**src/design/plc_pkg.sv**
```systemverilog
// shared types and constants for the palette lru cache
// used by plc_ctrl, plc_datapath, palette_lru_cache and plc_checker
package plc_pkg;

  // default sizes, handed to the top level as parameter defaults
  localparam int SLOTS_DEF     = 5;
  localparam int TAG_WIDTH_DEF = 32;
  localparam int AGE_WIDTH_DEF = 32;

  // fixed field widths of the channels
  localparam int ID_W         = 32;
  localparam int GAMMA_W      = 3;
  localparam int SLOT_FIELD_W = 3;

  // controller states
  typedef enum logic [0:0] {
    ST_IDLE,
    ST_EXEC
  } ctl_state_t;

  // controller to datapath commands
  typedef struct packed {
    logic capture;  // latch the incoming request
    logic commit;   // resolve the request, update cache state, load result
  } ctl_cmd_t;

  // datapath to controller status
  typedef struct packed {
    logic out_free;  // result register can take a new result this cycle
  } dp_status_t;

endpackage

```
**src/design/palette_lru_cache.sv**
```systemverilog
// palette lru cache: fully associative cache of palette ids with lru
// replacement. top level: plc_ctrl and plc_datapath, types from plc_pkg
//
// usage
//   input channel  in_valid / in_stall carries in_palette_id and
//   in_gamma_level; one result transaction per input transaction on
//   out_valid / out_stall with hit, slot, load_needed, evicted, flushed,
//   full_redraw and rejected.
//   cfg_wr_en / cfg_wr_data set direct mode; write only while idle.
//   the accepted request is latched, resolved in the exec state once the
//   result register has room, and its result is held in the output
//   register. the controller latches the request in the idle state and
//   resolves it in the exec state, taking no new request meanwhile, with
//   all tags compared in parallel and the oldest slot found by a min-age
//   tree. a finished result waits in the output register, so a new
//   request is accepted while the receiver stalls; the second result
//   waits in the exec state until the output register frees up.
//   reset empties every slot, clears the age counter and direct mode and
//   forces a flush on the first nonzero cache-mode request.
module palette_lru_cache
  import plc_pkg::*;
#(
  parameter int SLOTS     = SLOTS_DEF,
  parameter int TAG_WIDTH = TAG_WIDTH_DEF,
  parameter int AGE_WIDTH = AGE_WIDTH_DEF
) (
  input  logic                    clk,
  input  logic                    rst_n,
  input  logic                    in_valid,
  output logic                    in_stall,
  input  logic [ID_W-1:0]         in_palette_id,
  input  logic [GAMMA_W-1:0]      in_gamma_level,
  output logic                    out_valid,
  input  logic                    out_stall,
  output logic                    out_hit,
  output logic [SLOT_FIELD_W-1:0] out_slot,
  output logic                    out_load_needed,
  output logic                    out_evicted,
  output logic                    out_flushed,
  output logic                    out_full_redraw,
  output logic                    out_rejected,
  input  logic                    cfg_wr_en,
  input  logic                    cfg_wr_data
);

  ctl_cmd_t   cmd;
  dp_status_t status;

  // controller
  plc_ctrl u_ctrl (
    .clk      (clk),
    .rst_n    (rst_n),
    .in_valid (in_valid),
    .in_stall (in_stall),
    .status   (status),
    .cmd      (cmd)
  );

  // datapath
  plc_datapath #(
    .SLOTS     (SLOTS),
    .TAG_WIDTH (TAG_WIDTH),
    .AGE_WIDTH (AGE_WIDTH)
  ) u_dp (
    .clk             (clk),
    .rst_n           (rst_n),
    .cmd             (cmd),
    .status          (status),
    .in_palette_id   (in_palette_id),
    .in_gamma_level  (in_gamma_level),
    .cfg_wr_en       (cfg_wr_en),
    .cfg_wr_data     (cfg_wr_data),
    .out_valid       (out_valid),
    .out_stall       (out_stall),
    .out_hit         (out_hit),
    .out_slot        (out_slot),
    .out_load_needed (out_load_needed),
    .out_evicted     (out_evicted),
    .out_flushed     (out_flushed),
    .out_full_redraw (out_full_redraw),
    .out_rejected    (out_rejected)
  );

endmodule

```
**src/design/plc_ctrl.sv**
```systemverilog
// controller state machine for the palette lru cache
// depends on plc_pkg for state, command and status types
module plc_ctrl
  import plc_pkg::*;
(
  input  logic       clk,
  input  logic       rst_n,
  input  logic       in_valid,
  output logic       in_stall,
  input  dp_status_t status,
  output ctl_cmd_t   cmd
);

  ctl_state_t state_r, state_nxt;

  // state register
  always_ff @(posedge clk) begin
    if (!rst_n) begin
      state_r <= ST_IDLE;
    end else begin
      state_r <= state_nxt;
    end
  end

  // next state and commands
  always_comb begin
    state_nxt   = state_r;
    cmd.capture = 1'b0;
    cmd.commit  = 1'b0;
    in_stall    = 1'b1;
    unique case (state_r)
      ST_IDLE: begin
        in_stall = 1'b0;
        if (in_valid) begin
          cmd.capture = 1'b1;
          state_nxt   = ST_EXEC;
        end
      end
      ST_EXEC: begin
        // wait until the result register has room
        if (status.out_free) begin
          cmd.commit = 1'b1;
          state_nxt  = ST_IDLE;
        end
      end
      default: begin
        state_nxt = ST_IDLE;
      end
    endcase
  end

endmodule

```
**src/design/plc_datapath.sv**
```systemverilog
// datapath of the palette lru cache: request latch, slot store, lookup,
// lru victim tree, state update and result register; depends on plc_pkg
module plc_datapath
  import plc_pkg::*;
#(
  parameter int SLOTS     = SLOTS_DEF,
  parameter int TAG_WIDTH = TAG_WIDTH_DEF,
  parameter int AGE_WIDTH = AGE_WIDTH_DEF
) (
  input  logic                    clk,
  input  logic                    rst_n,
  input  ctl_cmd_t                cmd,
  output dp_status_t              status,
  input  logic [ID_W-1:0]         in_palette_id,
  input  logic [GAMMA_W-1:0]      in_gamma_level,
  input  logic                    cfg_wr_en,
  input  logic                    cfg_wr_data,
  output logic                    out_valid,
  input  logic                    out_stall,
  output logic                    out_hit,
  output logic [SLOT_FIELD_W-1:0] out_slot,
  output logic                    out_load_needed,
  output logic                    out_evicted,
  output logic                    out_flushed,
  output logic                    out_full_redraw,
  output logic                    out_rejected
);

  localparam int SLOT_W = (SLOTS > 1) ? $clog2(SLOTS) : 1;
  localparam int LEAVES = 1 << SLOT_W;

  // request latch
  logic [TAG_WIDTH-1:0] req_tag_r;
  logic [GAMMA_W-1:0]   req_gamma_r;

  // cache state
  logic                 direct_mode_r;
  logic [SLOTS-1:0]     slot_valid_r, slot_valid_nxt;
  logic [TAG_WIDTH-1:0] slot_tag_r [SLOTS];
  logic [AGE_WIDTH-1:0] slot_age_r [SLOTS];
  logic [AGE_WIDTH-1:0] age_cnt_r;
  logic [GAMMA_W-1:0]   gamma_r;
  logic                 gamma_known_r;

  // result register
  logic                    out_valid_r;
  logic                    hit_r, load_r, evict_r, flush_r, redraw_r, reject_r;
  logic [SLOT_FIELD_W-1:0] slot_r;

  // lookup signals
  logic                 flush;
  logic                 is_zero;
  logic                 cache_op;
  logic [SLOTS-1:0]     eff_valid;
  logic [SLOTS-1:0]     hit_vec;
  logic                 any_hit, any_empty;
  logic [SLOT_W-1:0]    hit_idx, empty_idx, oldest_idx, pick_idx;
  logic [AGE_WIDTH-1:0] age_next;

  // min-age tournament tree, node 1 is the root, leaves from LEAVES up
  logic [AGE_WIDTH-1:0] tr_age [1:2*LEAVES-1];
  logic [SLOT_W-1:0]    tr_idx [1:2*LEAVES-1];

  // request latch
  always_ff @(posedge clk) begin
    if (cmd.capture) begin
      req_tag_r   <= TAG_WIDTH'(in_palette_id);
      req_gamma_r <= in_gamma_level;
    end
  end

  // mode register
  always_ff @(posedge clk) begin
    if (!rst_n) begin
      direct_mode_r <= 1'b0;
    end else if (cfg_wr_en) begin
      direct_mode_r <= cfg_wr_data;
    end
  end

  // request classification
  assign is_zero   = (req_tag_r == '0);
  assign cache_op  = !is_zero && !direct_mode_r;
  assign flush     = !gamma_known_r || (req_gamma_r != gamma_r);
  assign eff_valid = flush ? '0 : slot_valid_r;
  assign age_next  = (flush ? '0 : age_cnt_r) + AGE_WIDTH'(1);

  // parallel tag compare and empty-slot search, lowest index first
  always_comb begin
    hit_vec   = '0;
    any_hit   = 1'b0;
    any_empty = 1'b0;
    hit_idx   = '0;
    empty_idx = '0;
    for (int i = SLOTS - 1; i >= 0; i--) begin
      hit_vec[i] = eff_valid[i] && (slot_tag_r[i] == req_tag_r);
      if (hit_vec[i]) begin
        any_hit = 1'b1;
        hit_idx = SLOT_W'(i);
      end
      if (!eff_valid[i]) begin
        any_empty = 1'b1;
        empty_idx = SLOT_W'(i);
      end
    end
  end

  // oldest slot, left child wins ties so the lowest index is kept
  always_comb begin
    for (int i = 0; i < LEAVES; i++) begin
      if (i < SLOTS) begin
        tr_age[LEAVES + i] = slot_age_r[i];
      end else begin
        tr_age[LEAVES + i] = '1;
      end
      tr_idx[LEAVES + i] = SLOT_W'(i);
    end
    for (int n = LEAVES - 1; n >= 1; n--) begin
      if (tr_age[2*n+1] < tr_age[2*n]) begin
        tr_age[n] = tr_age[2*n+1];
        tr_idx[n] = tr_idx[2*n+1];
      end else begin
        tr_age[n] = tr_age[2*n];
        tr_idx[n] = tr_idx[2*n];
      end
    end
    oldest_idx = tr_idx[1];
  end

  assign pick_idx = any_hit ? hit_idx : (any_empty ? empty_idx : oldest_idx);

  // slot valid bits, flush clears all before the pick is marked
  always_comb begin
    slot_valid_nxt = slot_valid_r;
    if (cmd.commit && cache_op) begin
      if (flush) begin
        slot_valid_nxt = '0;
      end
      slot_valid_nxt[pick_idx] = 1'b1;
    end
  end

  // control part of cache state
  always_ff @(posedge clk) begin
    if (!rst_n) begin
      slot_valid_r  <= '0;
      age_cnt_r     <= '0;
      gamma_r       <= '0;
      gamma_known_r <= 1'b0;
    end else begin
      slot_valid_r <= slot_valid_nxt;
      if (cmd.commit && cache_op) begin
        age_cnt_r     <= age_next;
        gamma_r       <= req_gamma_r;
        gamma_known_r <= 1'b1;
      end
    end
  end

  // tag and age store, written at the picked slot
  always_ff @(posedge clk) begin
    if (cmd.commit && cache_op) begin
      slot_tag_r[pick_idx] <= req_tag_r;
      slot_age_r[pick_idx] <= age_next;
    end
  end

  // result register
  assign status.out_free = !out_valid_r || !out_stall;

  always_ff @(posedge clk) begin
    if (!rst_n) begin
      out_valid_r <= 1'b0;
    end else if (cmd.commit) begin
      out_valid_r <= 1'b1;
    end else if (!out_stall) begin
      out_valid_r <= 1'b0;
    end
  end

  always_ff @(posedge clk) begin
    if (cmd.commit) begin
      hit_r    <= cache_op && any_hit;
      slot_r   <= cache_op ? SLOT_FIELD_W'(pick_idx) : '0;
      load_r   <= !is_zero && (direct_mode_r || !any_hit);
      evict_r  <= cache_op && !any_hit && !any_empty;
      flush_r  <= cache_op && flush;
      redraw_r <= cache_op;
      reject_r <= is_zero;
    end
  end

  assign out_valid       = out_valid_r;
  assign out_hit         = hit_r;
  assign out_slot        = slot_r;
  assign out_load_needed = load_r;
  assign out_evicted     = evict_r;
  assign out_flushed     = flush_r;
  assign out_full_redraw = redraw_r;
  assign out_rejected    = reject_r;

endmodule

```
**config.mk**
```make
export PLATFORM = sky130hd
export DESIGN_NAME = palette_lru_cache
export DESIGN_NICKNAME = d
export VERILOG_FILES = /design/src/design/plc_pkg.sv /design/src/design/palette_lru_cache.sv /design/src/design/plc_ctrl.sv /design/src/design/plc_datapath.sv
export SDC_FILE = /design/constraint.sdc
export NUM_CORES = 1
export LEC_CHECK = 0
export BUFFER_PORTS_ARGS = -buffer_cell sky130_fd_sc_hd__buf_2
export CORE_MARGIN = 10
export CORE_UTILIZATION = 45
export DETAILED_ROUTE_END_ITERATION = 7
export MAX_ROUTING_LAYER = met4
export PLACE_DENSITY = 0.65
export SKIP_CTS_REPAIR_TIMING = 1
export SYNTH_ARGS = -nofsm -noshare
export SYNTH_HDL_FRONTEND = slang
export SYNTH_SLANG_ARGS = --single-unit
```
**constraint.sdc**
```tcl
create_clock -name clk -period 15.6 [get_ports clk]
set_input_delay 0.78 -clock clk [delete_from_list [all_inputs] [get_ports clk]]
set_output_delay 0.78 -clock clk [all_outputs]
set_load 0.005 [all_outputs]
```
# After elaboration in Yosys (flattened, before gate mapping)
# Memory sizes are Yosys's and may differ from the RTL's.
# Cells that the tools add are included.
word_totals:
  register_bits: 88
  elab_cells: 109
  out_inout_bits: 11
  input_bits: 41
  memories: 2
  mem_bits_rw: 320
op_classes:
  n_mux: 49
  eq_ne: 7
  bitwise_logic: 2
  add_sub_neg: 1
  magnitude_cmp: 8
  n_reduce_logical: 24
mem_list:
  columns: ["name", "words", "word_bits", "read_ports", "rd_ports_with_merged_regs", "write_ports", "line", "text"]
  rows:
  - ["u_dp.slot_age_r", 5, 32, 5, 0, 1, "plc_datapath.sv:40", "logic [AGE_WIDTH-1:0] slot_age_r [SLOTS];"]
  - ["u_dp.slot_tag_r", 5, 32, 5, 0, 1, "plc_datapath.sv:39", "logic [TAG_WIDTH-1:0] slot_tag_r [SLOTS];"]
ops:
  columns: ["operator", "n"]
  rows:
  - ["$mux 32", 6]
  - ["$eq 32x32->1", 5]
  - ["$lt 32x32->1", 4]
  - ["$lt 32x32->1 const A", 2]
  - ["$mux 3", 13]
  - ["$add 32x1->32 const B", 1]
  - ["$logic_not 32->1", 1]
  - ["$mux 1", 24]
  - ["$logic_and 1x1->1", 13]
  - ["$mux 5", 2]
  - ["$logic_not 1->1", 7]
  - ["$or 5x5->5", 1]
  - ["$lt 3x4->1 const B", 1]
  - ["$mux 2", 2]
  - ["$demux 1 s3", 1]
  - ["$ge 3x1->1 const B", 1]
  - ["$logic_or 1x1->1", 3]
  - ["$ne 3x3->1", 1]
  - ["$ne 2x1->1 const B", 1]
  - ["$pmux 1 s2", 1]
  - ["$not 1->1", 1]

# Logic depth before layout (Yosys ltp)
logic_depth:
  word_depth: 15
  depth_mapped: 33
  mapped_depth_nobuf: 29

# By module
# From an unflattened synthesis, not the netlist that was laid out.
hier_totals:
  hier_cells: 1560
  hier_area_um2: 19600.0
by_module_without_submodules:
  columns: ["module", "area_each_um2", "instances", "cells_each"]
  rows:
  - ["plc_datapath", 19553.8, 1, 1555]
  - ["plc_ctrl", 46.3, 1, 5]

# Worst setup path after synthesis
# OpenSTA, ideal clock, no wires.
synth_path:
  path_type: "flip-flop to flip-flop"
  from: "mem u_dp.slot_age_r[1][25] (netlist bit)"
  to: "mem u_dp.slot_age_r[1][0] (netlist bit) (enable)"
  t_arrival_ns: 10.501
  t_required_ns: 15.022
  stages_incl_launch_ff: 30
  synth_period_minus_slack_ns: 11.079
  setup_ns: 0.578
  n_path_buf: 3
  slack_ns: 4.521
  path_cell_list: "edfxtp_1 ha_1 a21o_1 a221o_1 a221o_1 nor3_2 clkbuf_1 nor2_1 a21oi_1 ha_1 and4_1 a221o_1 a221oi_1 and3_1 buf_4 o21ai_2 clkbuf_1 nand2_1 o21ai_1 ha_1 nand4_1 nor2_1 nand4_1 o21bai_1 a31oi_1 and3_1 a211oi_4 a211oi_1 o21ai_1 nor3b_1"
synth_lines:
  columns: ["element", "line"]
  rows:
  - ["start, declared", "plc_datapath.sv:40"]

==> results.md <==
* Overflow after GRT at 0
* Vias in the first global route at 13100
* FF-to-FF path depth at 27
* Cell with the largest stage delay on the worst path: and3_4
* Number of synthesized flops with an enable pin at 364
* CTS clk-pin slew, worst paths at 60 ps
* Critical path required time at 15780 ps
* Post-synthesis cell type with the largest combined area: edfxtp_1
* Via count at 13200
* Final-report hold violation count at 0
* Switching share of total power at 21.6%
* Core footprint at 44200 um^2
* Setup repair after global routing missed its margin: no
* Slew of the pin with the lowest slew margin at 1030 ps
* Post-Route Hold Slack at 368 ps
* Cells on Worst Hold Path at 1
* Time the final worst path needs with I/O delays and setup at 9180 ps
* Wire length of the first global-routing pass at 75.2 mm
* Maximum number of pins on one net before global-route repair at 66
* Sequential-to-total area share from yosys stat at 58.6%
* Worst min-delay path class: input pin to flip-flop
* Synthesized netlist net count at 1844
* Internal Pwr Total at 1.90 mW
* ANT cells at 0
* I/O pins at 52
* Kind of launch point of the worst setup path: flip-flop
* Routed Wire Length at 48.4 mm
* Crit path depth at 27
* Fraction of power consumed by combinational cells at 3.6%
* Worst-Skew Late Latency at 580 ps
* Final estimated routing congestion in global placement at 0.898
* Power per unit of standard cell area at 108 nW/um^2
* Buffers from clock root to sink, at most at 3
* Critical path type: flip-flop to flip-flop
* Die Footprint at 53600 um^2
* Number of instances in the placed design at 2263
* Gate Count Post-Synth at 1678
* Setup violators final at 0
* Prevailing post-synth register cell: edfxtp_1
* Post-layout utilization of the core at 50.9%
* Number of detailed-routing iterations run before antenna repair at 5
* Area added between synthesis and finish at 11.8%
* HPWL after DPL at 33.3 mm
* Arrival time worst endpoint at 9360 ps
* Critical path buffer and inverter count at 2
* Placement Rows at 77
* Number of violations reported at the end of detailed-routing iteration 0 at 1083
* Number of antenna violations at the first check in global routing at 0
* Synth cell types at 78
* Async S/R FF share, synth at 0%
* Setup TNS at 0 ps
* Final count of pins violating max slew at 0
* Longest individual stage delay on the worst path at 900 ps
* Starting Density at 45.6%
* Post-detailed-route count of antenna-violating nets at 0
* Post-Syn Area at 20100 um^2
* Setup crit end kind: flip-flop
* Horizontal die dimension at 232 um
* Worst Path Max Fanout at 64
* Clock tree from TritonCTS: built
* Clock network power share at 45.4%
* Highest ir drop seen on vdd at 0.123 mV
* Outcome: finished, final reports clean
* Total number of nets in the final design at 1884
* Remaining design rule violation count at 0
* Total of flip-flops plus latches after synthesis at 408
* Height of the chip at 232 um
* H-tree levels at 2
* Fraction of post-synthesis cell area in the top cell type by area at 54.3%
* Final cell count without fillers at 2346
* Max-capacitance violation count at 0
* Overall power at 2.43 mW
* Sw power at 524 uW
* Routed wire per std cell at 20.6 um
* Cell class contributing the biggest share of worst-path delay: compound AO/OA/AOI/OAI gates
* Share of power burned in registers at 51.1%
* Share of final-layout standard cells stronger than drive strength 1 at 9.46%
* Area used by sequential logic in the layout at 11800 um^2
* Fraction of the cycle the final worst path needs at 58.8%
* Leakage dissipation at 8.12 nW
* Vias/cell at 5.62
* Clock Sink Count at 408
* Number of clock buffers inserted by TritonCTS at 45
* Area used by multi-input combinational logic at 7790 um^2
* Buffers added on ports at 51
* Avg Cell Area, Syn at 12.0 um^2
* Rel. slew slack at 31.4%
* Largest cells by area after synthesis: edfxtp_1, ha_1, xor2_1, dfxtp_1, nand2_1
* Maximum frequency from static timing analysis at 109 MHz
* CTS Root Cell: clkbuf_16
* Setup skew after layout at 23.9 ps
* Global Route Usage Sum at 18.5%
* Fill cell total of the finished layout at 3875
* Yosys warnings at 0
## path summary, 6_finish.rpt
check / start / slack (ps) / end
hold reg to reg: u_dp.gamma_r[1] / 480 / u_dp.gamma_r[1]
setup / recovery: u_dp.slot_age_r[3][25] / 6420 / u_dp.slot_age_r[2][29]
setup reg to reg: u_dp.slot_age_r[3][25] / 6420 / u_dp.slot_age_r[2][29]
hold / removal: in_palette_id[29] / 370 / u_dp.req_tag_r[29]
## Yosys cell counts, types with 44 or more instances
library cell and n:
edfxtp_1 364, nand2_1 166, xor2_1 147, ha_1 125
nor2_1 85, o21ai_0 81, a21oi_1 76, inv_1 73
nor4_1 66, clkbuf_1 63, nand4_1 53, dfxtp_1 44
## metrics by stage
stage | setup WS, ps | instance area [um^2]
global route | 5780 | 22500
detailed placement | 6480 | 21000
CTS | 6450 | 22500
global placement | 6670 | 21000
finish | 6420 | 22500
floorplan | 4520 | 20100
## layer usage
metal  global-route usage, %  vias to the layer above  wire length, um
met4                    6.62                        0             1470
li1                        -                     6308                -
met3                    2.03                       94             2200
met2                    30.7                      378            23700
met1                    23.1                     6408            21100
met5                       -                        -                0
## registers in the layout, summed over array words and instances (netlist names)
signal	count
u_dp.gamma_known_r	1
u_dp.age_cnt_r	32
u_dp.req_tag_r	32
u_dp.slot_valid_r	5
u_dp.req_gamma_r	3
u_ctrl.state_r	1
u_dp.gamma_r	3
u_dp.direct_mode_r	1
u_dp.out_rejected	1
u_dp.slot_age_r	160
u_dp.out_load_needed	1
u_dp.slot_tag_r	160
u_dp.out_hit	1
u_dp.out_full_redraw	1
u_dp.out_valid	1
u_dp.out_slot	3
u_dp.out_flushed	1
u_dp.out_evicted	1
## worst register-to-register path, delay by kind of cell, from the launching register on
family / cells / cell delay [ps]
AND/OR/NAND/NOR: 5 / 2190
flip-flops: 1 / 400
buffers and inverters: 2 / 790
AO/OA/AOI/OAI: 17 / 4400
adder cells (fa/ha/maj): 3 / 970
## power groups by stage
stage                     Clock, mW  Sequential, mW  Combinational, mW
after floorplan                   0            1.24             0.0689
after global placement            0            1.26             0.0849
after detailed placement          0            1.26             0.0865
after CTS                      1.12            1.24             0.0873
after global routing           1.17            1.24             0.0962
final                          1.10            1.24             0.0864
## logic make-up after synthesis
logic type | share of synthesized area, %
fa+ha+maj | 7.76
buf+inv | 2.93
simple gates | 13.3
xor+xnor | 8.13
compound gates | 9.07
mux | 0.174
flops | 58.6
## layout by cell type (no fill, tap or decap), types with 8 or more instances in the layout
cell,n
a21boi_0,22
a21o_1,13
a21oi_1,76
and2_1,12
and3_1,11
buf_2,51
buf_4,16
clkbuf_1,8
clkbuf_16,46
clkinv_1,8
clkinv_2,9
dfxtp_1,44
edfxtp_1,364
ha_1,125
inv_1,73
nand2_1,166
nand3_1,31
nand4_1,53
nor2_1,85
nor2b_1,10
nor3_1,22
nor4_1,66
o21ai_0,81
o21ai_1,24
or4_1,8
xnor2_1,40
xor2_1,147
## cell type report
cell class,count,share of cell area [%]
inverters,73,1.22
multi-input cells,1123,34.6
well taps,592,3.29
flip-flops and latches,408,52.4
clock buffers,55,5.30
clock inverters,28,1.49
repair buffers,67,1.67
No activity file was read; power rests on OpenSTA's default activity.
